--- config.mk ---
export PLATFORM = sky130hd
export DESIGN_NAME = dqtf_ctrl
export DESIGN_NICKNAME = d
export VERILOG_FILES = /design/src/rtl/dqtf_pkg.sv /design/src/rtl/dqtf_ctrl.sv
export SDC_FILE = /design/constraint.sdc
export NUM_CORES = 1
export LEC_CHECK = 0
export BUFFER_PORTS_ARGS = -buffer_cell sky130_fd_sc_hd__buf_4
export CORE_AREA = 8 8 45 47
export DETAILED_ROUTE_END_ITERATION = 8
export DIE_AREA = 0 0 53 55
export PLACE_DENSITY_LB_ADDON = 0.15
export SETUP_SLACK_MARGIN = 0.15
export SLEW_MARGIN = 15
export SYNTH_ARGS = -nofsm -noshare
export SYNTH_HDL_FRONTEND = slang
export SYNTH_SLANG_ARGS = --single-unit
--- constraint.sdc ---
create_clock -name i_clk -period 1.46 [get_ports i_clk]
set_clock_uncertainty 0.05 [all_clocks]
set_input_delay 0.073 -clock i_clk [delete_from_list [all_inputs] [get_ports i_clk]]
set_output_delay 0.073 -clock i_clk [all_outputs]
set_load 0.01 [all_outputs]
--- src/rtl/dqtf_pkg.sv ---
// Shared types, constants and the sigmoid cell generator for the quantile threshold filter.
package dqtf_pkg;

    // Probabilities are Q1.16 where PROB_ONE means 1.0.
    localparam int PROB_W = 17;
    localparam logic [PROB_W-1:0] PROB_ONE = 17'h10000;

    // Fixed formats of the ports.
    localparam int VAL_W  = 32;
    localparam int LOSS_W = 48;
    localparam int CNT_W  = 32;
    localparam int PRB_W  = 16;
    localparam int CFG_IDX_W = 3;

    // Shared multiplier operand and product widths.
    localparam int MUL_W  = 34;
    localparam int PROD_W = 2 * MUL_W;

    // Constants of the sigmoid cell generator (Q30 arithmetic).
    localparam longint Q30_ONE = 64'sd1 <<< 30;
    localparam longint SIX_Q30 = 64'sd6 <<< 30;

    // Register reset values.
    localparam logic [PRB_W-1:0] TAIL_FRACTION_RST = 16'd6554;
    localparam logic [PRB_W-1:0] SIGMOID_SLOPE_RST = 16'd768;

    // Configuration register indexes.
    typedef enum logic [CFG_IDX_W-1:0] {
        CFG_INTERCEPT       = 3'd0,
        CFG_PERSISTENCE     = 3'd1,
        CFG_INDICATOR_GAIN  = 3'd2,
        CFG_SIZE_GAIN       = 3'd3,
        CFG_START_THRESHOLD = 3'd4,
        CFG_TAIL_FRACTION   = 3'd5,
        CFG_SIGMOID_SLOPE   = 3'd6,
        CFG_HARD_STEP       = 3'd7
    } t_cfg_idx;

    // Operand selection of the shared multiplier.
    typedef enum logic [3:0] {
        MUL_P_SLOPE,
        MUL_IDX,
        MUL_LOSS,
        MUL_VAR,
        MUL_VZ_HI,
        MUL_VZ_LO,
        MUL_PERS,
        MUL_IND,
        MUL_SIZE
    } t_mul_op;

    // Commands from the controller to the datapath.
    typedef struct packed {
        logic    load;
        logic    diff;
        logic    mul_en;
        t_mul_op mul_op;
        logic    z_en;
        logic    sig_en;
        logic    acc_en;
        logic    v_en;
        logic    vzh_en;
        logic    score_en;
        logic    nf_base;
        logic    nf_ind;
        logic    nf_size;
        logic    out_load;
    } t_dp_cmd;

    // Status from the datapath to the controller.
    typedef struct packed {
        logic out_free;
    } t_dp_status;

    // Unsigned restoring long division, used only while building constant tables.
    function automatic longint unsigned udiv(longint unsigned num, longint unsigned den);
        longint unsigned q;
        longint unsigned r;
        int b;
        q = 0;
        r = 0;
        for (b = 63; b >= 0; b--) begin
            r = (r << 1) | longint'(num[b]);
            if (r >= den) begin
                r = r - den;
                q[b] = 1'b1;
            end
        end
        return q;
    endfunction

    // Logistic value of the centre of cell i out of n cells over [-8, 8), Q1.16.
    function automatic logic [PROB_W-1:0] sig_cell(int i, int n);
        longint m;
        longint a;
        longint aq;
        longint t;
        longint t2;
        longint e;
        longint d;
        longint p;
        int k;
        m = 2 * longint'(i) + 1 - longint'(n);
        a = (m < 0) ? -m : m;
        aq = longint'(udiv(longint'(a) <<< 33, longint'(n)));
        t = aq >>> 8;
        t2 = (t * t) >>> 30;
        e = Q30_ONE - t + (t2 >>> 1) - (t2 * t) / SIX_Q30;
        for (k = 0; k < 8; k++) begin
            e = (e * e + (Q30_ONE >>> 1)) >>> 30;
        end
        d = Q30_ONE + e;
        p = longint'(udiv((Q30_ONE <<< 16) + (d >>> 1), d));
        if (m < 0) begin
            p = 64'sd65536 - p;
        end
        return p[PROB_W-1:0];
    endfunction

endpackage

--- src/rtl/dqtf_ctrl.sv ---
// Controller state machine that sequences one sample through the shared multiplier.
module dqtf_ctrl (
    input  logic                  i_clk,
    input  logic                  i_rst_n,
    input  logic                  i_in_valid,
    output logic                  o_in_ready,
    input  dqtf_pkg::t_dp_status  i_status,
    output dqtf_pkg::t_dp_cmd     o_cmd
);

    typedef enum logic [4:0] {
        S_IDLE,
        S_DIFF,
        S_MSLOPE,
        S_Z,
        S_MIDX,
        S_SIG,
        S_MLOSS,
        S_ACC,
        S_V,
        S_MVZH,
        S_MVZL,
        S_SCORE,
        S_NF1,
        S_NF2,
        S_NF3,
        S_OUT
    } t_state;

    t_state r_state;
    t_state n_state;

    // Ready only between items.
    assign o_in_ready = (r_state == S_IDLE);

    // Command decode and next state.
    always_comb begin
        o_cmd   = '0;
        o_cmd.mul_op = dqtf_pkg::MUL_P_SLOPE;
        n_state = r_state;
        unique case (r_state)
            S_IDLE: begin
                if (i_in_valid) begin
                    o_cmd.load = 1'b1;
                    n_state = S_DIFF;
                end
            end
            S_DIFF: begin
                o_cmd.diff = 1'b1;
                n_state = S_MSLOPE;
            end
            S_MSLOPE: begin
                o_cmd.mul_en = 1'b1;
                o_cmd.mul_op = dqtf_pkg::MUL_P_SLOPE;
                n_state = S_Z;
            end
            S_Z: begin
                o_cmd.z_en = 1'b1;
                n_state = S_MIDX;
            end
            S_MIDX: begin
                o_cmd.mul_en = 1'b1;
                o_cmd.mul_op = dqtf_pkg::MUL_IDX;
                n_state = S_SIG;
            end
            S_SIG: begin
                o_cmd.sig_en = 1'b1;
                n_state = S_MLOSS;
            end
            S_MLOSS: begin
                o_cmd.mul_en = 1'b1;
                o_cmd.mul_op = dqtf_pkg::MUL_LOSS;
                n_state = S_ACC;
            end
            S_ACC: begin
                o_cmd.acc_en = 1'b1;
                o_cmd.mul_en = 1'b1;
                o_cmd.mul_op = dqtf_pkg::MUL_VAR;
                n_state = S_V;
            end
            S_V: begin
                o_cmd.v_en = 1'b1;
                n_state = S_MVZH;
            end
            S_MVZH: begin
                o_cmd.mul_en = 1'b1;
                o_cmd.mul_op = dqtf_pkg::MUL_VZ_HI;
                n_state = S_MVZL;
            end
            S_MVZL: begin
                o_cmd.vzh_en = 1'b1;
                o_cmd.mul_en = 1'b1;
                o_cmd.mul_op = dqtf_pkg::MUL_VZ_LO;
                n_state = S_SCORE;
            end
            S_SCORE: begin
                o_cmd.score_en = 1'b1;
                o_cmd.mul_en = 1'b1;
                o_cmd.mul_op = dqtf_pkg::MUL_PERS;
                n_state = S_NF1;
            end
            S_NF1: begin
                o_cmd.nf_base = 1'b1;
                o_cmd.mul_en = 1'b1;
                o_cmd.mul_op = dqtf_pkg::MUL_IND;
                n_state = S_NF2;
            end
            S_NF2: begin
                o_cmd.nf_ind = 1'b1;
                o_cmd.mul_en = 1'b1;
                o_cmd.mul_op = dqtf_pkg::MUL_SIZE;
                n_state = S_NF3;
            end
            S_NF3: begin
                o_cmd.nf_size = 1'b1;
                n_state = S_OUT;
            end
            S_OUT: begin
                if (i_status.out_free) begin
                    o_cmd.out_load = 1'b1;
                    n_state = S_IDLE;
                end
            end
            default: begin
                n_state = S_IDLE;
            end
        endcase
    end

    // State register.
    always_ff @(posedge i_clk) begin
        if (!i_rst_n) begin
            r_state <= S_IDLE;
        end else begin
            r_state <= n_state;
        end
    end

    // An accepted beat always starts the difference step.
    assert property (@(posedge i_clk) disable iff (!i_rst_n)
        (i_in_valid && o_in_ready) |=> (r_state == S_DIFF))
        else $error("accepted beat did not start processing");

    // A result is never loaded over one that has not been taken.
    assert property (@(posedge i_clk) disable iff (!i_rst_n)
        o_cmd.out_load |-> i_status.out_free)
        else $error("result loaded while output register busy");

    // The threshold update steps are mutually exclusive.
    assert property (@(posedge i_clk) disable iff (!i_rst_n)
        $onehot0({o_cmd.nf_base, o_cmd.nf_ind, o_cmd.nf_size, o_cmd.score_en}))
        else $error("overlapping threshold update steps");

endmodule

==> results of run 1 <==
## through the flow
| stage | power (W) | hold WS [ns] |
|---|---|---|
| floorplan | 0.000222 | 0.156 |
| detailed placement | 0.000273 | 0.279 |
| finish | 0.000468 | 0.0375 |
| global route | 0.000496 | 0.0380 |
| global placement | 0.000273 | 0.278 |
| CTS | 0.000443 | 0.0295 |
## worst paths after layout
kind / start / end / cells past startpoint / slack (ns)
setup / recovery: r_state[1] / o_cmd[12] / 4 / 0.09
hold / removal: i_rst_n / r_state[3] / 2 / 0.04
setup reg to reg: r_state[2] / r_state[0] / 3 / 0.13
hold reg to reg: r_state[2] / r_state[2] / 2 / 0.60
## worst reg2reg max path: cells and delay by family, from the launching register on
kind	cells	cell delay [ns]
buffers and inverters	1	0.14
and+or+nand+nor	2	0.66
DFF	1	0.37
## layer usage
layer,up-vias,part of all wire [%],routed length [um]
li1,234,-,-
met1,201,45,570
met2,21,46,584
met3,0,9.3,118
met4,0,0,0
met5,-,0,0
## what timing repair did
| action | in CTS | in global routing |
|---|---|---|
| gates resized for setup | 16 | 14 |
| buffers inserted | 2 | 1 |
| setup endpoints to repair | 17 | 9 |
| gates cloned | 0 | 0 |
| pin swaps | 5 | 6 |
## area by class of cell
type / instances / area [um^2] / area share (%)
multi-input combinational: 42 / 305 / 45.3
inverter: 2 / 7.51 / 1.11
timing repair buffer: 28 / 229 / 34.0
clock buffer: 3 / 22.5 / 3.34
tap: 16 / 20.0 / 2.97
sequential: 4 / 90.1 / 13.4
## cells by family after synthesis
family | share of synthesized area, %
AND/OR/NAND/NOR | 41.3
XOR/XNOR | 2.47
flip-flops | 22.6
multiplexers | 2.83
AO/OA/AOI/OAI | 20.1
buffers and inverters | 10.6
## placed cells by master (no fill, tap or decap)
cell type / synthesis / routed
clkbuf_4: 0 / 3
a211oi_2: 0 / 1
inv_2: 0 / 1
nor2_1: 10 / 7
and2_4: 0 / 2
or4_1: 1 / 1
nor2_2: 0 / 3
xnor2_2: 0 / 1
nor3_1: 3 / 2
a31oi_1: 1 / 1
dfxtp_2: 0 / 2
nor3b_1: 1 / 1
nor3_4: 0 / 1
nand2b_1: 4 / 1
nand2_1: 3 / 2
inv_1: 2 / 1
o21ai_0: 5 / 3
a21o_1: 3 / 3
buf_4: 0 / 23
nand3_2: 0 / 1
and2_1: 3 / 1
nand2_2: 0 / 1
buf_6: 2 / 5
dfxtp_4: 0 / 2
o21ai_1: 0 / 2
and3_1: 2 / 2
mux2i_1: 1 / 1
o211a_1: 1 / 1
nand2b_4: 0 / 3
or2_4: 0 / 1
## report_power, final
part | total [W] | leakage (nW) | internal, W | switching (W)
logic | 0.000204 | 0.284 | 0.000110 | 0.0000949
registers | 0.000126 | 0.0350 | 0.000117 | 0.00000853
clock network | 0.000138 | 0.0138 | 0.0000920 | 0.0000458
==> run metrics, run 1 <==
Peak VDD IR=0.377 mV; IO Count=22; vias=456; largest net degree at the start of global routing=9; crit path time final=roughly 1.4 ns; H-Tree Depth=1; Synth area leaders=dfxtp_1 (23%), nor2_1 (11%), nand2b_1 (7.1%); remaining antenna violation count after routing=0; starting DRC count in detailed routing=7; Pins Over Slew Limit=0; post-synthesis net count=56; Tightest Hold Check Type=in -> reg; Top FF cell, synth=dfxtp_1; CTS root buffer=clkbuf_4; Max Freq=0.729 GHz; RSZ-0062 raised after global routing=yes; Worst Path Max Fanout=7; number of flip-flops in the largest register=4; total grt overflow=0; post-route cell area=674 um^2; dpl cell area=532 um^2; post-synth top area cell=dfxtp_1; GRT met3 Usage=3.48%; DIE AREA=2920 um^2; critical path class=reg -> out; Most Crowded Layer GR=met2; via-per-instance ratio=about 4.8; drt first pass iters=4; post-DP HPWL=about 860 um; number of global-route vias before repair=456; PortBufs=21; Clock Sinks=4; crit path cell chain=or2_4, xnor2_2, and2_1, buf_6; area growth from synthesis to layout=90.5%; Max Cap Violations=0; final cell count without fillers=95; initial antenna violation count=0; clock latency on the worst-skew pair=0.23 ns; utilization after layout=between 40% and 50%; first-pass GRT wire length=1.84 mm; Chip Width=roughly 53 um; proportion of layout cells with a drive suffix above 1=63.3%; n_diodes=0; Synth top area share=22.6%; core box area=~1400 um^2; Post-CTS Hold Buffers=0; Mean Syn Cell Area=just under 7 um^2; CTS tree=yes; Num CTS Buffers=3; Clock Path Buffers=2; Filler cells=149; Post-Syn Area=approximately 350 um^2; WL per Instance=~13 um; GP Congestion=0.722; Leak=0.333 nW; Critical Path End Type=primary output; count of cell types in the netlist=21; Critical Path AT=1.25 ns; Worst Max-Slew Pin Slew=~0.18 ns; YS warnings=0; biggest regs=r_state: 4 flops; met1 Resource Use GR=under 10%; Critical Path RT=~1.3 ns; power density cells=694 nW/um^2; Tcrit/Tclk final=93.9%; num rows=14; Worst path top cell family by delay=simple AND/OR/NAND/NOR gates; layout net count=85; final wirelength=1.27 mm; final hold vios=0; placed insts=89; Initial Util=between 20% and 30%; dpl ws=0.129 ns; crit start category=register; CP bufs+invs=1; final setup margin=0.0884 ns; die extent in y=55 um; flops & latches, synth=4; most frequent cell after synthesis=nor2_1; Post-synth EDFFs=0; Slowest cell on crit path=dfxtp_2; Mapped Cells=52; status=complete, no violations; Seq/Total Area, Yosys=22.6%; Setup violations, final=0; DRC=0; Post-synth top cells=nor2_1 (10), o21ai_0 (5), dfxtp_1 (4), nand2b_1 (4); async set-reset flop share out of synthesis=0%; Largest Register=r_state; setup TNS=0 ns; Slew Limit Headroom=around 88%; Global Route Usage Sum=8.21%; Max stage delay on crit path=0.31 ns; Reg clk slew, reported paths=about 0.040 ns; met2 Usage GRT=13.5%
No activity file was read; power rests on OpenSTA's default activity.
==> run 2: changes to the inputs <==
==> constraint.sdc (replaced) <==
create_clock -name i_clk -period 1.65 [get_ports i_clk]
set_clock_uncertainty 0.05 [all_clocks]
set_input_delay 0.0825 -clock i_clk [delete_from_list [all_inputs] [get_ports i_clk]]
set_output_delay 0.0825 -clock i_clk [all_outputs]
set_load 0.01 [all_outputs]
==> run 2 against run 1 <==
Flip-flop and latch count did not move. Non-clock buffer count fell by 2. Critical path depth rose by 1. Sequential power fell by 9%. Hold slack improved by 0.010 ns. Cell count fell by 2.1%. Sequential share of layout area rose by 2.1 points. Total power fell by 18%. Die area did not move. Count of clock-buffer cells in the layout did not move.
==> run metrics, run 2 (synthesis results as in run 1) <==
cell mode on critical path=buf_6; Worst path top cell family by delay=simple AND/OR/NAND/NOR gates; crit path cell chain=or2_4, buf_6, xnor2_1, and2_1, buf_6; Clock Sinks=4; post-DP HPWL=around 870 um; Critical Path RT=1.52 ns; Setup violations, final=0; Slowest cell on crit path=dfxtp_4; Slew Limit Headroom=between 80 and 90%; Tcrit/Tclk final=89.9%; Leak=0.302 nW; final hold vios=0; Clock power frac=31.7%; drt first pass iters=4; Largest Register=r_state; CP bufs+invs=2; Max Freq=0.674 GHz; PortBufs=21; Tot Pwr=0.000382 W; starting DRC count in detailed routing=6; setup TNS=0 ns; crit path time final=between 1 and 1.5 ns; first-pass GRT wire length=1.68 mm; Int Power=between 0.0002 and 0.0003 W; area growth from synthesis to layout=64.3%; Fin Hold WS=0.0479 ns; number of global-route vias before repair=425; Pins Over Slew Limit=0; RSZ-0062 raised after global routing=no; Max stage delay on crit path=about 0.34 ns; Filler cells=roughly 150; sw frac=around 30%; commonest non-fill, non-tap cells in the layout=buf_4 (24), nor2_1 (10), o21ai_0 (5), nand2b_1 (4); power density cells=657 nW/um^2; WL per Instance=12.4 um; sequential power share=30.1%; Post-CTS Hold Buffers=0; total grt overflow=0; via-per-instance ratio=4.75; Peak VDD IR=0.257 mV; core box area=approximately 1400 um^2; Initial Util=25.6%; Worst Max-Slew Pin Slew=~0.22 ns; Chip Width=53 um; n_diodes=0; number of flip-flops in the largest register=4; biggest regs=r_state: 4 flops; Clock Path Buffers=2; H-Tree Depth=1; initial antenna violation count=0; Max Cap Violations=0; Worst Path Max Fanout=4; CTS tree=yes; IO Count=22; Critical Path End Type=primary output; DIE AREA=2920 um^2; status=complete, no violations; Comb pwr share=about two fifths; num rows=14; largest net degree at the start of global routing=13; CTS root buffer=clkbuf_4; most common cell after layout, fill and taps aside=buf_4; Tightest Hold Check Type=in -> reg; crit start category=register; Reg clk slew, reported paths=0.04 ns; DRC=0; layout net count=83; critical path class=reg -> out; Critical Path AT=1.35 ns; die extent in y=approximately 55 um; vias=442; GP Congestion=roughly 0.77; remaining antenna violation count after routing=0; proportion of layout cells with a drive suffix above 1=44.2%; NetSw=0.000116 W; Num CTS Buffers=3; final wirelength=approximately 1.2 mm; clock latency on the worst-skew pair=between 0.2 and 0.25 ns; Global Route Usage Sum=between 7 and 8%
## run 2: power by group through the flow
stage	Clock, W	Sequential [W]	Combinational, W
5_1_grt	0.000130	0.000116	0.000162
6_report	0.000121	0.000115	0.000146
4_1_cts	0.000126	0.000122	0.000123
3_5_place_dp	0	0.000121	0.000119
2_1_floorplan	0	0.000112	0.0000839
3_3_place_gp	0	0.000120	0.000119
## run 2: per-stage QoR
step | instances | util, % | instance area [um^2] | worst slack (ns)
6_report | 93 | 42.0 | 582 | 0.166
5_1_grt | 93 | 42.0 | 582 | 0.136
4_1_cts | 90 | 39.5 | 547 | 0.108
3_5_place_dp | 87 | 37.3 | 517 | 0.268
3_3_place_gp | 87 | 37.3 | 517 | 0.292
2_1_floorplan | 52 | - | 354 | 0.195
## run 2: routing by layer
layer	share of wire (%)	global-route usage (%)
met2	44	10.9
met3	9.9	3.48
met1	44	8.80
met4	2.2	6.47
met5	0	0
## run 2: cell type report
class                   count  area, um^2  share of cell area, %
well taps                  16        20.0                   3.44
multi-input cells          42         239                   41.1
repair buffers             26         203                   34.8
clock buffers               3        22.5                   3.87
inverters                   2        7.51                   1.29
flip-flops and latches      4        90.1                   15.5
## run 2: path summary, 6_finish.rpt
path         startpoint         end  slack, ns  cells past startpoint
max          r_state[0]   o_cmd[12]       0.17                      5
min             i_rst_n  r_state[3]       0.05                      2
max reg2reg  r_state[0]  r_state[0]       0.31                      3
min reg2reg  r_state[3]  r_state[2]       0.52                      2
## run 2: what timing repair did
action / in CTS / in global routing
setup endpoints to repair: 4 / 4
buffers inserted: 0 / 3
gates resized for setup: 5 / 4
pin swaps: 1 / 1
